$ cat src/sv/hng_pkg.sv
`default_nettype none
package hng_pkg;

  // Payload widths
  localparam int COL_W      = 10;
  localparam int ROW_W      = 12;
  localparam int H_W        = 16;
  localparam int N_W        = 16;
  localparam int NY_W       = 15;
  localparam int OUT_DATA_W = 88;
  localparam int CFG_RW_W   = 11;
  localparam int CFG_RC_W   = 13;
  localparam int SUM_W      = 34;

  // Default geometry limits
  localparam int DEF_MAX_ROW_WIDTH = 1024;
  localparam int DEF_MAX_ROW_COUNT = 4096;
  localparam logic [CFG_RW_W-1:0] RST_ROW_WIDTH = CFG_RW_W'(1024);
  localparam logic [CFG_RC_W-1:0] RST_ROW_COUNT = CFG_RC_W'(1024);

  // Register map, selected by paddr[2]
  localparam logic REG_ROW_WIDTH = 1'b0;
  localparam logic REG_ROW_COUNT = 1'b1;

  // Up vector constant 2.0 in Q8.8 and its square
  localparam logic [15:0]      TWO_Q88 = 16'd512;
  localparam logic [SUM_W-1:0] TWO_SQ  = SUM_W'(262144);

  // Store read slots
  localparam logic [1:0] RD_CUR   = 2'd0;
  localparam logic [1:0] RD_NEXT  = 2'd1;
  localparam logic [1:0] RD_PREV  = 2'd2;
  localparam logic [1:0] RD_PREV2 = 2'd3;

  // Vertex kinds emitted per sample
  localparam logic [1:0] EMIT_BELOW = 2'd0;
  localparam logic [1:0] EMIT_LEFT  = 2'd1;
  localparam logic [1:0] EMIT_LAST  = 2'd2;

  // Normal components
  localparam logic [1:0] COMP_X = 2'd0;
  localparam logic [1:0] COMP_Y = 2'd1;
  localparam logic [1:0] COMP_Z = 2'd2;

  typedef struct packed {
    logic       take;
    logic       rd_en;
    logic [1:0] rd_step;
    logic       cap_en;
    logic [1:0] cap_step;
    logic       wr_en;
    logic       load_emit;
    logic [1:0] emit_sel;
    logic       sq_x;
    logic       sq_z;
    logic       sum;
    logic [1:0] comp;
    logic       div_init;
    logic       div_step;
    logic       sqrt_init;
    logic       sqrt_step;
    logic       store;
    logic       out_load;
    logic       adv;
  } hng_cmd_t;

  typedef struct packed {
    logic [2:0] need;      // bit per emit kind
    logic       out_busy;
  } hng_stat_t;

endpackage
`default_nettype wire

$ cat src/sv/hng_ctrl.sv
`default_nettype none
module hng_ctrl (
  input  wire logic              clk,
  input  wire logic              rst_n,
  input  wire logic              in_tvalid,
  output logic                   in_tready,
  input  wire hng_pkg::hng_stat_t stat,
  output hng_pkg::hng_cmd_t      cmd
);
  import hng_pkg::*;

  localparam logic [3:0] ST_IDLE = 4'd0;
  localparam logic [3:0] ST_RD0  = 4'd1;
  localparam logic [3:0] ST_RD1  = 4'd2;
  localparam logic [3:0] ST_RD2  = 4'd3;
  localparam logic [3:0] ST_RD3  = 4'd4;
  localparam logic [3:0] ST_RD4  = 4'd5;
  localparam logic [3:0] ST_WR   = 4'd6;
  localparam logic [3:0] ST_PICK = 4'd7;
  localparam logic [3:0] ST_SQX  = 4'd8;
  localparam logic [3:0] ST_SQZ  = 4'd9;
  localparam logic [3:0] ST_SUM  = 4'd10;
  localparam logic [3:0] ST_DIVI = 4'd11;
  localparam logic [3:0] ST_DIV  = 4'd12;
  localparam logic [3:0] ST_SQI  = 4'd13;
  localparam logic [3:0] ST_SQ   = 4'd14;
  localparam logic [3:0] ST_STO  = 4'd15;
  localparam logic [4:0] DIV_LAST  = 5'd30;
  localparam logic [4:0] SQRT_LAST = 5'd15;

  logic [3:0] state_r, state_nxt;
  logic [2:0] pend_r, pend_nxt;
  logic [1:0] comp_r, comp_nxt;
  logic [4:0] cnt_r, cnt_nxt;
  logic       outw_r, outw_nxt;   // waiting for the output slot after STO

  always_ff @(posedge clk) begin
    if (!rst_n) begin
      state_r <= ST_IDLE;
      pend_r  <= '0;
      comp_r  <= COMP_X;
      cnt_r   <= '0;
      outw_r  <= 1'b0;
    end else begin
      state_r <= state_nxt;
      pend_r  <= pend_nxt;
      comp_r  <= comp_nxt;
      cnt_r   <= cnt_nxt;
      outw_r  <= outw_nxt;
    end
  end

  assign in_tready = (state_r == ST_IDLE);

  always_comb begin
    state_nxt = state_r;
    pend_nxt  = pend_r;
    comp_nxt  = comp_r;
    cnt_nxt   = cnt_r;
    outw_nxt  = outw_r;
    cmd       = '0;
    cmd.comp  = comp_r;
    case (state_r)
      ST_IDLE: begin
        if (in_tvalid) begin
          cmd.take  = 1'b1;
          state_nxt = ST_RD0;
        end
      end
      ST_RD0: begin
        cmd.rd_en   = 1'b1;
        cmd.rd_step = RD_CUR;
        state_nxt   = ST_RD1;
      end
      ST_RD1: begin
        cmd.rd_en    = 1'b1;
        cmd.rd_step  = RD_NEXT;
        cmd.cap_en   = 1'b1;
        cmd.cap_step = RD_CUR;
        state_nxt    = ST_RD2;
      end
      ST_RD2: begin
        cmd.rd_en    = 1'b1;
        cmd.rd_step  = RD_PREV;
        cmd.cap_en   = 1'b1;
        cmd.cap_step = RD_NEXT;
        state_nxt    = ST_RD3;
      end
      ST_RD3: begin
        cmd.rd_en    = 1'b1;
        cmd.rd_step  = RD_PREV2;
        cmd.cap_en   = 1'b1;
        cmd.cap_step = RD_PREV;
        state_nxt    = ST_RD4;
      end
      ST_RD4: begin
        cmd.cap_en   = 1'b1;
        cmd.cap_step = RD_PREV2;
        state_nxt    = ST_WR;
      end
      ST_WR: begin
        cmd.wr_en = 1'b1;
        pend_nxt  = stat.need;
        state_nxt = ST_PICK;
      end
      ST_PICK: begin
        if (pend_r == 3'b000) begin
          cmd.adv   = 1'b1;
          state_nxt = ST_IDLE;
        end else begin
          cmd.load_emit = 1'b1;
          if (pend_r[0]) begin
            cmd.emit_sel = EMIT_BELOW;
            pend_nxt     = {pend_r[2:1], 1'b0};
          end else if (pend_r[1]) begin
            cmd.emit_sel = EMIT_LEFT;
            pend_nxt     = {pend_r[2], 2'b00};
          end else begin
            cmd.emit_sel = EMIT_LAST;
            pend_nxt     = 3'b000;
          end
          state_nxt = ST_SQX;
        end
      end
      ST_SQX: begin
        cmd.sq_x  = 1'b1;
        state_nxt = ST_SQZ;
      end
      ST_SQZ: begin
        cmd.sq_z  = 1'b1;
        state_nxt = ST_SUM;
      end
      ST_SUM: begin
        cmd.sum   = 1'b1;
        comp_nxt  = COMP_X;
        state_nxt = ST_DIVI;
      end
      ST_DIVI: begin
        cmd.div_init = 1'b1;
        cnt_nxt      = '0;
        state_nxt    = ST_DIV;
      end
      ST_DIV: begin
        cmd.div_step = 1'b1;
        cnt_nxt      = cnt_r + 5'd1;
        if (cnt_r == DIV_LAST) begin
          state_nxt = ST_SQI;
        end
      end
      ST_SQI: begin
        cmd.sqrt_init = 1'b1;
        cnt_nxt       = '0;
        state_nxt     = ST_SQ;
      end
      ST_SQ: begin
        cmd.sqrt_step = 1'b1;
        cnt_nxt       = cnt_r + 5'd1;
        if (cnt_r == SQRT_LAST) begin
          state_nxt = ST_STO;
        end
      end
      ST_STO: begin
        // component store, then hold here for the output slot on the last one
        if (!outw_r) begin
          cmd.store = 1'b1;
          if (comp_r == COMP_Z) begin
            outw_nxt = 1'b1;
          end else begin
            comp_nxt  = comp_r + 2'd1;
            state_nxt = ST_DIVI;
          end
        end else if (!stat.out_busy) begin
          cmd.out_load = 1'b1;
          outw_nxt     = 1'b0;
          state_nxt    = ST_PICK;
        end
      end
      default: begin
        state_nxt = ST_IDLE;
      end
    endcase
  end

  a_load_free: assert property (@(posedge clk) disable iff (!rst_n)
    cmd.out_load |-> !stat.out_busy) else $error("output overwritten");
  a_adv_done: assert property (@(posedge clk) disable iff (!rst_n)
    cmd.adv |-> (pend_r == 3'b000)) else $error("advance with pending vertices");
  a_div_bound: assert property (@(posedge clk) disable iff (!rst_n)
    (state_r == ST_DIV) |-> (cnt_r <= DIV_LAST)) else $error("divider overran");

endmodule
`default_nettype wire

$ cat config.mk
export PLATFORM = sky130hd
export DESIGN_NAME = hng_ctrl
export DESIGN_NICKNAME = d
export VERILOG_FILES = /design/src/sv/hng_pkg.sv /design/src/sv/hng_ctrl.sv
export SDC_FILE = /design/constraint.sdc
export NUM_CORES = 1
export LEC_CHECK = 0
export BUFFER_PORTS_ARGS = -buffer_cell sky130_fd_sc_hd__buf_4
export CAP_MARGIN = 25
export CORE_MARGIN = 5
export CORE_UTILIZATION = 40
export DETAILED_ROUTE_END_ITERATION = 10
export HOLD_SLACK_MARGIN = 0.03
export SETUP_SLACK_MARGIN = 0.2
export SYNTH_ARGS = -nofsm -noshare
export SYNTH_HDL_FRONTEND = slang
export SYNTH_SLANG_ARGS = --single-unit
$ cat constraint.sdc
create_clock -name clk -period 2.74 [get_ports clk]
set_input_delay 0 -clock clk [delete_from_list [all_inputs] [get_ports clk]]
set_output_delay 0 -clock clk [all_outputs]
set_load 0.02 [all_outputs]
**Yosys cells after proc, flatten, opt, wreduce, memory -nomap -nowiden**

Index checks and enable logic that the tools add are counted.

- Add/sub/neg operators: 2
- Eq/ne operators: 28
- Multiplexer cells: 41
- Reduce and logical (&&, ||, !) cells: 12

Operator list:

| operator | number |
|---|---|
| one-hot mux 4 bit (16 select lines) | 1 |
| == test 4 bit, second input constant | 8 |
| two-way mux 4 bit | 7 |
| one-hot mux 3 bit (4 select lines) | 2 |
| two-way mux 1 bit | 18 |
| == test 4 x 3 -> 1 bit, second input constant | 4 |
| inequality test 2 bit, second input constant | 8 |
| two-way mux 3 bit | 5 |
| two-way mux 2 bit | 5 |
| one-hot mux 5 bit (2 select lines) | 1 |
| == test 4 x 2 -> 1 bit, second input constant | 2 |
| inequality test 3 bit, second input constant | 2 |
| one-hot mux 3 bit (2 select lines) | 1 |
| AND reduction 3 bit | 2 |
| nonzero test 2 bit | 3 |
| adder 5 x 1 -> 5 bit, second input constant | 1 |
| == test 5 x 4 -> 1 bit, second input constant | 1 |
| == test 5 bit, second input constant | 1 |
| AND reduction 5 bit | 1 |
| == test 4 x 1 -> 1 bit, second input constant | 1 |
| zero test 4 bit | 1 |
| one-hot mux 2 bit (2 select lines) | 1 |
| AND reduction 4 bit | 1 |
| OR reduction 2 bit | 2 |
| 4 further kinds | 4 |

- Register bits after elaboration: 15
- Output and inout port bits: 24

**Longest topological paths before layout**

Gate-level depths: netlist (run 1).

- Word-level depth: 4
- Depth in mapped cells: 7
- Depth with buffers taken out: 7

**Worst setup path after synthesis (run 1)**

No wires, ideal clock.

- Path kind: register -> output
- From: register state_r[3]
- To: output cmd[22] (netlist name)
- Arrival: 1.516 ns
- Data required time: 2.740 ns
- Slack: 1.224 ns
- Stages on the path, launching flop included: 5
- Path through: dfxtp_1 > buf_2 > buf_2 > nor3_1 > and2_1

RTL lines:

| element | RTL line | text |
|---|---|---|
| start: declaration | hng_ctrl.sv:31 | `logic [3:0] state_r, state_nxt;` |
| start signal: assignment | hng_ctrl.sv:45 | `state_r <= state_nxt;` |
| end: declaration | hng_ctrl.sv:8 | `output hng_pkg::hng_cmd_t cmd` |

==> results.yml, run 1 <==
detailed_routing:
  firstDrtPassIters: 4
  wire_per_inst_um: 13.1
  ant_nets: 0
  routed_wirelength_um: 2610
  vias_per_cell: 5.30
  num_vias: 1055
  drc_errors: 0
  drtIter0Drc: 44
layout:
  final_common_cell: "buf_4"
  final_nets: 180
  post-route-util_pct: 50.4
  final_cell_area_sq_mm: 0.00137
  syn_to_final_growth_pct: 22.6
  final_cell_mix: "buf_4, nor2_1, dfxtp_1"
  drive_above_1_share_pct: 25.6
  fill_cells: 277
  antenna_cells: 0
  fin_cells: 199
sta:
  fmax_mhz: 512
  fin_crit_ns: 1.95
  tightest_slew_ns: 0.702
  hold_viol: 0
  slew_headroom_pct: 53.1
  maxSlewViolCount: 0
  fin_crit_sh_pct: 71.3
  tns_ns: 0
  rsz0062_at_grt: "no"
  setup_viol: 0
  hold_slack_ns: 0.0440
  fin_worst_skew_ns: 0.00450
synthesis:
  synthArstFlopShare_pct: 0
  synth_edf_count: 0
  yosysTopAreaCell: "dfxtp_1"
  synth.avg_cell_area_sq_um: 7.84
  synth_flop_cell: "dfxtp_1"
  postSynthCellCount: 142
  netlist_area_sq_mm: 0.00111
  synth_cell_types: 47
  synth_top_cell_area_share_pct: 27.0
  synth-seq-cells: 15
  synth_warnings: 0
  ys_top_cells_by_area: "dfxtp_1, nor2_1, ha_1"
  synth_seq_area_share_pct: 27.0
  synth_nets: 153
die:
  dieArea_sq_mm: 0.00394
  num_rows: 19
  die_h_um: 62.8
  coreArea_sq_mm: 0.00271
  die_w_um: 62.8
  start_util_pct: 41.1
  io_pins: 31
global_route:
  antenna_found_initial: 0
  grt_pass1_vias: 1021
  grt-busiest-layer: "met2"
  grtUsageMet2_pct: 21.8
  grt-ovfl-total: 0
  grt_max_degree: 23
  grtUsageMet3_pct: 2.70
  grt_pass1_wl_um: 4460
  grt_use_met1_pct: 17.5
  track_usage_pct: 13.5
clocking:
  htreeDepth: 1
  clock_path_buffers: 2
  cts.repair.resized: 0
  root_buffer: "clkbuf_4"
  cts_tree: "built"
  cts_made_buffers: 3
  worst_skew_pair.late_latency_ns: 0.28
  clock-sinks: 15
  clk_pin_slew_ns: 0.10
power:
  p_leak_uw: 0.000532
  p_clk_share_pct: 24.5
  pwr-share-comb_pct: 27.2
  switching_share_pct: 33.8
  ir_drop_v: 0.000210
  intPower_uw: 350
  p_per_area_mw_per_mm2: 387
  pwr-share-seq_pct: 48.3
  p_sw_uw: 179
place:
  portBuffers: 30
  hpwl_um: 1860
  dp.cells: 192
  placed_area_sq_mm: 0.00131
  place.gp.congestion: 0.789
worst_setup_path:
  crit_required_ns: 2.74
  crit_arrival_ns: 1.95
  start_kind: "flip-flop"
  crit_type: "flip-flop to output port"
  cp_max_fo: 19
  end_kind: "output port"
status:
  status: "finished, final reports clean"
job:
  maxCapViolations: 0
worst_hold_path:
  hp-class: "input port to flip-flop"
kinds of logic after synthesis:
logic type | after synthesis | share of synthesized area, %
simple gates | 71 | 35.5
flops | 15 | 27.0
mux | 2 | 1.91
buf+inv | 17 | 8.65
fa+ha+maj | 4 | 4.49
compound gates | 31 | 20.9
xor+xnor | 2 | 1.57
final timing paths:
kind              slack, ns         to        from  cells past startpoint
setup / recovery       0.79    cmd[13]  state_r[1]                      4
hold / removal         0.04  pend_r[0]     stat[1]                      4
setup reg to reg       0.95  comp_r[1]  state_r[0]                      4
hold reg to reg        0.50  comp_r[1]   comp_r[1]                      2
area by class of cell:
| type | count | area [sq um] | area share (%) |
|---|---|---|---|
| Multi-Input combinational cell | 110 | 717 | 52.5 |
| Sequential cell | 15 | 300 | 22.0 |
| Clock inverter | 1 | 5.00 | 0.367 |
| Inverter | 5 | 18.8 | 1.37 |
| Timing Repair Buffer | 34 | 263 | 19.2 |
| Clock buffer | 3 | 22.5 | 1.65 |
| Tap cell | 31 | 38.8 | 2.84 |
layer usage:
| metal | vias to the layer above | routed length (um) |
|---|---|---|
| li1 | 545 | - |
| met1 | 481 | 1240 |
| met2 | 25 | 1210 |
| met3 | 4 | 124 |
| met4 | 0 | 36 |
| met5 | - | 0 |
what timing repair did:
action | 4_1_cts | 5_1_grt
setup endpoints to repair | 0 | 0
hold buffers | 3 | 0
hold endpoints to repair | 3 | 0
setup buffers | 0 | 0
critical path, stage by stage, from the launching register on:
cell and delay, ns:
dfxtp_1 0.76, nand4b_2 0.26, or3_1 0.40, nor2_1 0.10, buf_4 0.14
state kept, by name (all words and copies together), names as in the netlist:
signal and count:
state_r 4, comp_r 2, outw_r 1, cnt_r 5, pend_r 3
per-stage QoR:
stage | total power [uW] | setup WS [ns]
final | 528 | 0.786
after global routing | 563 | 0.597
after CTS | 537 | 0.769
after detailed placement | 402 | 0.947
after global placement | 398 | 1.03
after floorplan | 364 | 1.22
Yosys cell counts, drive strengths merged (2+ instances only):
library cell / count
dfxtp: 15
o21a: 3
nand2: 14
a21bo: 2
o41ai: 2
nand3b: 4
inv: 5
nor3b: 6
ha: 4
nor2b: 7
and2: 4
a21boi: 2
a21oi: 6
nand2b: 3
nand4b: 2
o21ai: 9
nand4: 2
nor3: 3
buf: 10
nor2: 17
nand3: 4
a211oi: 2
clkbuf: 2
power groups by stage:
stage	Clock, uW	Combinational, uW	Sequential (uW)
after floorplan	0	132	232
after global placement	0	141	258
after detailed placement	0	142	260
after CTS	136	146	255
after global routing	146	158	259
final	129	144	255
Note: power is estimated with default switching activity, not from simulation.
==> run 2, diff against run 1 <==
--- a/config.mk
+++ b/config.mk
@@ -11,6 +11,7 @@
 export CORE_UTILIZATION = 40
 export DETAILED_ROUTE_END_ITERATION = 10
 export HOLD_SLACK_MARGIN = 0.03
+export PLACE_DENSITY = 0.66
 export SETUP_SLACK_MARGIN = 0.2
 export SYNTH_ARGS = -nofsm -noshare
 export SYNTH_HDL_FRONTEND = slang
==> constraint.sdc (replaced) <==
create_clock -name clk -period 1.59 [get_ports clk]
set_input_delay 0 -clock clk [delete_from_list [all_inputs] [get_ports clk]]
set_output_delay 0 -clock clk [all_outputs]
set_load 0.02 [all_outputs]
==> results.yml, run 2 (same netlist as run 1, synthesis figures left out) <==
detailed_routing:
  routed_wirelength_um: 3630
  num_vias: 1287
  wire_per_inst_um: 15.4
  drtIter0Drc: 34
  drc_errors: 0
  ant_nets: 0
  vias_per_cell: 5.48
  firstDrtPassIters: 4
layout:
  syn_to_final_growth_pct: 66.7
  final_cell_mix: "buf_4, nand2_1, nor2_1"
  post-route-util_pct: 68.5
  reg_top3: "cnt_r (5), state_r (4), pend_r (3)"
  fill_cells: 210
  drive_above_1_share_pct: 54.4
  antenna_cells: 0
  regMostFlops: "cnt_r"
  final_nets: 216
  largest_register_ff_count: 5
  final_common_cell: "buf_4"
worst_setup_path:
  end_kind: "output port"
  crit_arrival_ns: 1.43
  crit_required_ns: 1.59
  cp_max_fo: 8
  start_kind: "flip-flop"
  crit_type: "flip-flop to output port"
clocking:
  cts_tree: "built"
  clock-sinks: 15
  worst_skew_pair.late_latency_ns: 0.29
  clock_path_buffers: 2
  root_buffer: "clkbuf_4"
  htreeDepth: 1
  clk_pin_slew_ns: 0.10
  cts_made_buffers: 3
place:
  hpwl_um: 2210
  portBuffers: 30
  place.gp.congestion: 0.817
global_route:
  grt_max_degree: 19
  track_usage_pct: 17.0
  grt-ovfl-total: 0
  grt_pass1_vias: 1193
  grt_pass1_wl_um: 5520
  antenna_found_initial: 0
worst_hold_path:
  hp-class: "input port to flip-flop"
sta:
  tightest_slew_ns: 0.407
  fin_crit_sh_pct: 90.0
  fin_crit_ns: 1.43
  rsz0062_at_grt: "yes"
  fmax_mhz: 699
  setup_viol: 0
  hold_viol: 0
  fin_worst_skew_ns: 0.00558
  tns_ns: 0
  slew_headroom_pct: 72.8
  maxSlewViolCount: 0
power:
  p_per_area_mw_per_mm2: 584
  p_leak_uw: 0.000762
  ir_drop_v: 0.000550
die:
  num_rows: 19
  die_w_um: 62.8
  dieArea_sq_mm: 0.00394
  io_pins: 31
  die_h_um: 62.8
  start_util_pct: 41.1
  coreArea_sq_mm: 0.00271
status:
  status: "finished, final reports clean"
job:
  maxCapViolations: 0
-- run 2: worst paths after layout --
kind	startpoint	endpoint	slack (ns)	cells after the start
min reg2reg	comp_r[0]	comp_r[0]	0.49	2
max	state_r[0]	cmd[15]	0.16	4
max reg2reg	cnt_r[0]	state_r[0]	0.16	7
min	stat[1]	pend_r[0]	0.03	4
-- run 2: metal layers --
metal	wire length, um	track usage (%)	part of all wire [%]	vias up
li1	-	-	-	620
met5	0	0	0	-
met3	141	3.96	3.9	6
met4	40	4.77	1.1	0
met2	2000	31.0	55	37
met1	1450	19.6	40	624
-- run 2: final cells by class --
class | count | area (sq um) | share of cell area, %
clock buffer | 3 | 22.5 | 1.21
clock inverter | 1 | 5.00 | 0.270
inverter | 5 | 18.8 | 1.01
multi-input combinational | 110 | 877 | 47.2
sequential | 15 | 324 | 17.5
tap | 31 | 38.8 | 2.09
timing repair buffer | 70 | 571 | 30.7
-- run 2: timing repair --
| action | CTS | global route |
|---|---|---|
| endpoints found under the hold margin | 3 | 0 |
| pin swaps | 11 | 15 |
| buffers inserted | 16 | 6 |
| resized for setup | 26 | 24 |
| hold buffers | 3 | 0 |
| gates cloned | 0 | 0 |
| endpoints found under the setup margin | 30 | 23 |
-- run 2: where the power goes --
group          internal (uW)  switching (uW)  total, uW
registers                384            30.4        414
clock network           93.6             134        228
logic                    231             212        442
total                    708             376       1080
-- run 2: stage by stage --
step | cell area [sq um] | hold WS [ns] | worst slack (ns) | total power (uW) | instances
2_1_floorplan | 1150 | 0.0828 | 0.202 | 633 | 142
3_3_place_gp | 1450 | 0.250 | 0.0963 | 732 | 206
3_5_place_dp | 1450 | 0.275 | 0.0718 | 738 | 206
4_1_cts | 1730 | 0.0320 | 0.154 | 1040 | 229
5_1_grt | 1860 | 0.0309 | 0.102 | 1140 | 235
6_report | 1860 | 0.0288 | 0.160 | 1080 | 235
-- run 2: critical path, stage by stage (launching register included) --
cell,delay (ns)
dfxtp_4,0.40
buf_4,0.16
nor4bb_1,0.28
buf_4,0.20
buf_6,0.12
==> run 3, diff against run 2 <==
--- a/config.mk
+++ b/config.mk
@@ -10,6 +10,7 @@
 export CORE_MARGIN = 5
 export CORE_UTILIZATION = 40
 export DETAILED_ROUTE_END_ITERATION = 10
+export GPL_TIMING_DRIVEN = 0
 export HOLD_SLACK_MARGIN = 0.03
 export PLACE_DENSITY = 0.66
 export SETUP_SLACK_MARGIN = 0.2
==> constraint.sdc (replaced) <==
create_clock -name clk -period 1.59 [get_ports clk]
set_input_delay 0 -clock clk [delete_from_list [all_inputs] [get_ports clk]]
set_output_delay 0 -clock clk [all_outputs]
set_load 0.05 [all_outputs]
==> results.yml, run 3 (same netlist as run 1, synthesis figures left out) <==
worst_setup_path:
  crit_arrival_ns: 1.54
  crit_required_ns: 1.59
  r2r_end: "state_r[0]"
  ff2ff_setup_slack_ns: 0.10
  reg2reg_depth: 6
  crit_type: "flip-flop to output port"
  cp_max_fo: 6
  start_kind: "flip-flop"
  end_kind: "output port"
  r2r_start: "state_r[2]"
clocking:
  cts_tree: "built"
  worst_skew_pair.late_latency_ns: 0.28
  root_buffer: "clkbuf_4"
  clock-sinks: 15
  clock_path_buffers: 2
  htreeDepth: 1
  clk_pin_slew_ns: 0.09
  cts_made_buffers: 3
sta:
  fin_crit_sh_pct: 96.8
  tightest_slew_ns: 0.401
  hold_slack_ns: 0.0561
  fmax_mhz: 650
  setup_viol: 0
  slew_headroom_pct: 73.0
  rsz0062_at_grt: "yes"
  fin_crit_ns: 1.54
  tns_ns: 0
  maxSlewViolCount: 0
  hold_viol: 0
  fin_worst_skew_ns: 0.00399
global_route:
  grt_max_degree: 11
  track_usage_pct: 17.5
  grt-ovfl-total: 0
  grt_pass1_vias: 1309
  grt_pass1_wl_um: 5790
  antenna_found_initial: 0
layout:
  seq_area_sq_um: 313
  syn_to_final_growth_pct: 81.9
  reg_top3: "cnt_r (5), state_r (4), pend_r (3)"
  fill_cells: 196
  antenna_cells: 0
  regMostFlops: "cnt_r"
  final_cell_mix: "buf_4, buf_6, nand2_1"
  final_nets: 213
  final_common_cell: "buf_4"
  largest_register_ff_count: 5
  multi_input_area_sq_um: 988
  final_cell_area_sq_mm: 0.00203
  drive_above_1_share_pct: 60.2
detailed_routing:
  drtIter0Drc: 38
  num_vias: 1258
  ant_nets: 0
  wire_per_inst_um: 16.3
  routed_wirelength_um: 3790
  drc_errors: 0
  firstDrtPassIters: 4
  vias_per_cell: 5.42
power:
  pwr-share-seq_pct: 31.4
  p_sw_uw: 488
  ir_drop_v: 0.000657
  p_per_area_mw_per_mm2: 623
  pwr-share-comb_pct: 51.3
  switching_share_pct: 38.7
  intPower_uw: 773
  p_clk_share_pct: 17.3
  p_leak_uw: 0.000796
worst_hold_path:
  min_path_cells: 4
  min-delay-start: "stat[1]"
  hp-class: "input port to flip-flop"
  whs_endpoint: "pend_r[0]"
place:
  hpwl_um: 2120
  portBuffers: 29
  placed_area_sq_mm: 0.00144
  place.gp.congestion: 0.747
die:
  dieArea_sq_mm: 0.00394
  die_h_um: 62.8
  num_rows: 19
  die_w_um: 62.8
  io_pins: 31
  coreArea_sq_mm: 0.00271
  start_util_pct: 41.1
job:
  maxCapViolations: 0
status:
  status: "finished, final reports clean"
==> run 3: cell count changes in the layout (fill, tap and decap cells not counted), moves of 3 or more <==
| cell | change |
|---|---|
| dfxtp_4 | -5 |
| buf_6 | +14 |
| buf_8 | +5 |
| nor2_1 | -6 |
| nor2_4 | +6 |
| buf_4 | -25 |
| nor3b_4 | +3 |
| nor3b_2 | -3 |
| dfxtp_2 | +6 |
==> run 3: repair_timing <==
action,CTS,global route
endpoints found under the setup margin,26,34
hold buffers,2,0
endpoints found under the hold margin,2,0
buffers inserted,17,7
gates resized for setup,53,40
pin swaps,16,18
==> run 3: final cells by class <==
| cell class | instances | area share [%] |
|---|---|---|
| Clock buffer | 4 | 1.30 |
| Tap cell | 31 | 1.91 |
| Buffer | 12 | 5.99 |
| Inverter | 5 | 0.926 |
| Sequential cell | 15 | 15.4 |
| Timing Repair Buffer | 55 | 25.6 |
| Multi-Input combinational cell | 110 | 48.8 |
==> run 3: worst max-delay path, stage by stage, from the launching register on <==
cell     delay, ns
dfxtp_2       0.34
buf_6         0.11
or2_1         0.22
buf_6         0.15
nor3_4        0.13
and2_4        0.17
buf_8         0.14
==> run 3: how the worst max path moves through the flow <==
stage / startpoint / endpoint / depth (start not counted)
global placement: cnt_r[0] / state_r[0] / 7
detailed placement: cnt_r[0] / state_r[2] / 7
finish: state_r[0] / cmd[22] / 6
floorplan: state_r[3] / cmd[22] / 4
global route: state_r[0] / cmd[22] / 6
CTS: state_r[2] / cmd[1] / 5
==> run 3: stage by stage <==
| step | std cells | setup slack (ns) | power (uW) | util (%) |
|---|---|---|---|---|
| after global routing | 232 | -0.0322 | 1320 | 74.7 |
| after detailed placement | 202 | 0.0393 | 848 | 53.2 |
| after floorplan | 142 | -0.0916 | 741 | - |
| after CTS | 225 | 0.0482 | 1200 | 67.5 |
| final | 232 | 0.0516 | 1260 | 74.7 |
| after global placement | 202 | 0.0475 | 843 | 53.2 |
==> run 3: routing by layer <==
layer	up-vias	GRT usage, %	share of wire (%)
li1	619	-	-
met1	594	19.8	40
met2	41	32.4	54
met3	4	2.88	5.3
met4	0	6.10	0.66
met5	-	0	0
==> run 3: power by group through the flow <==
stage	Sequential, uW	Clock, uW	Combinational, uW
after global placement	400	0	443
after detailed placement	401	0	447
after CTS	395	228	575
after floorplan	399	0	342
after global routing	398	243	678
final	396	218	647
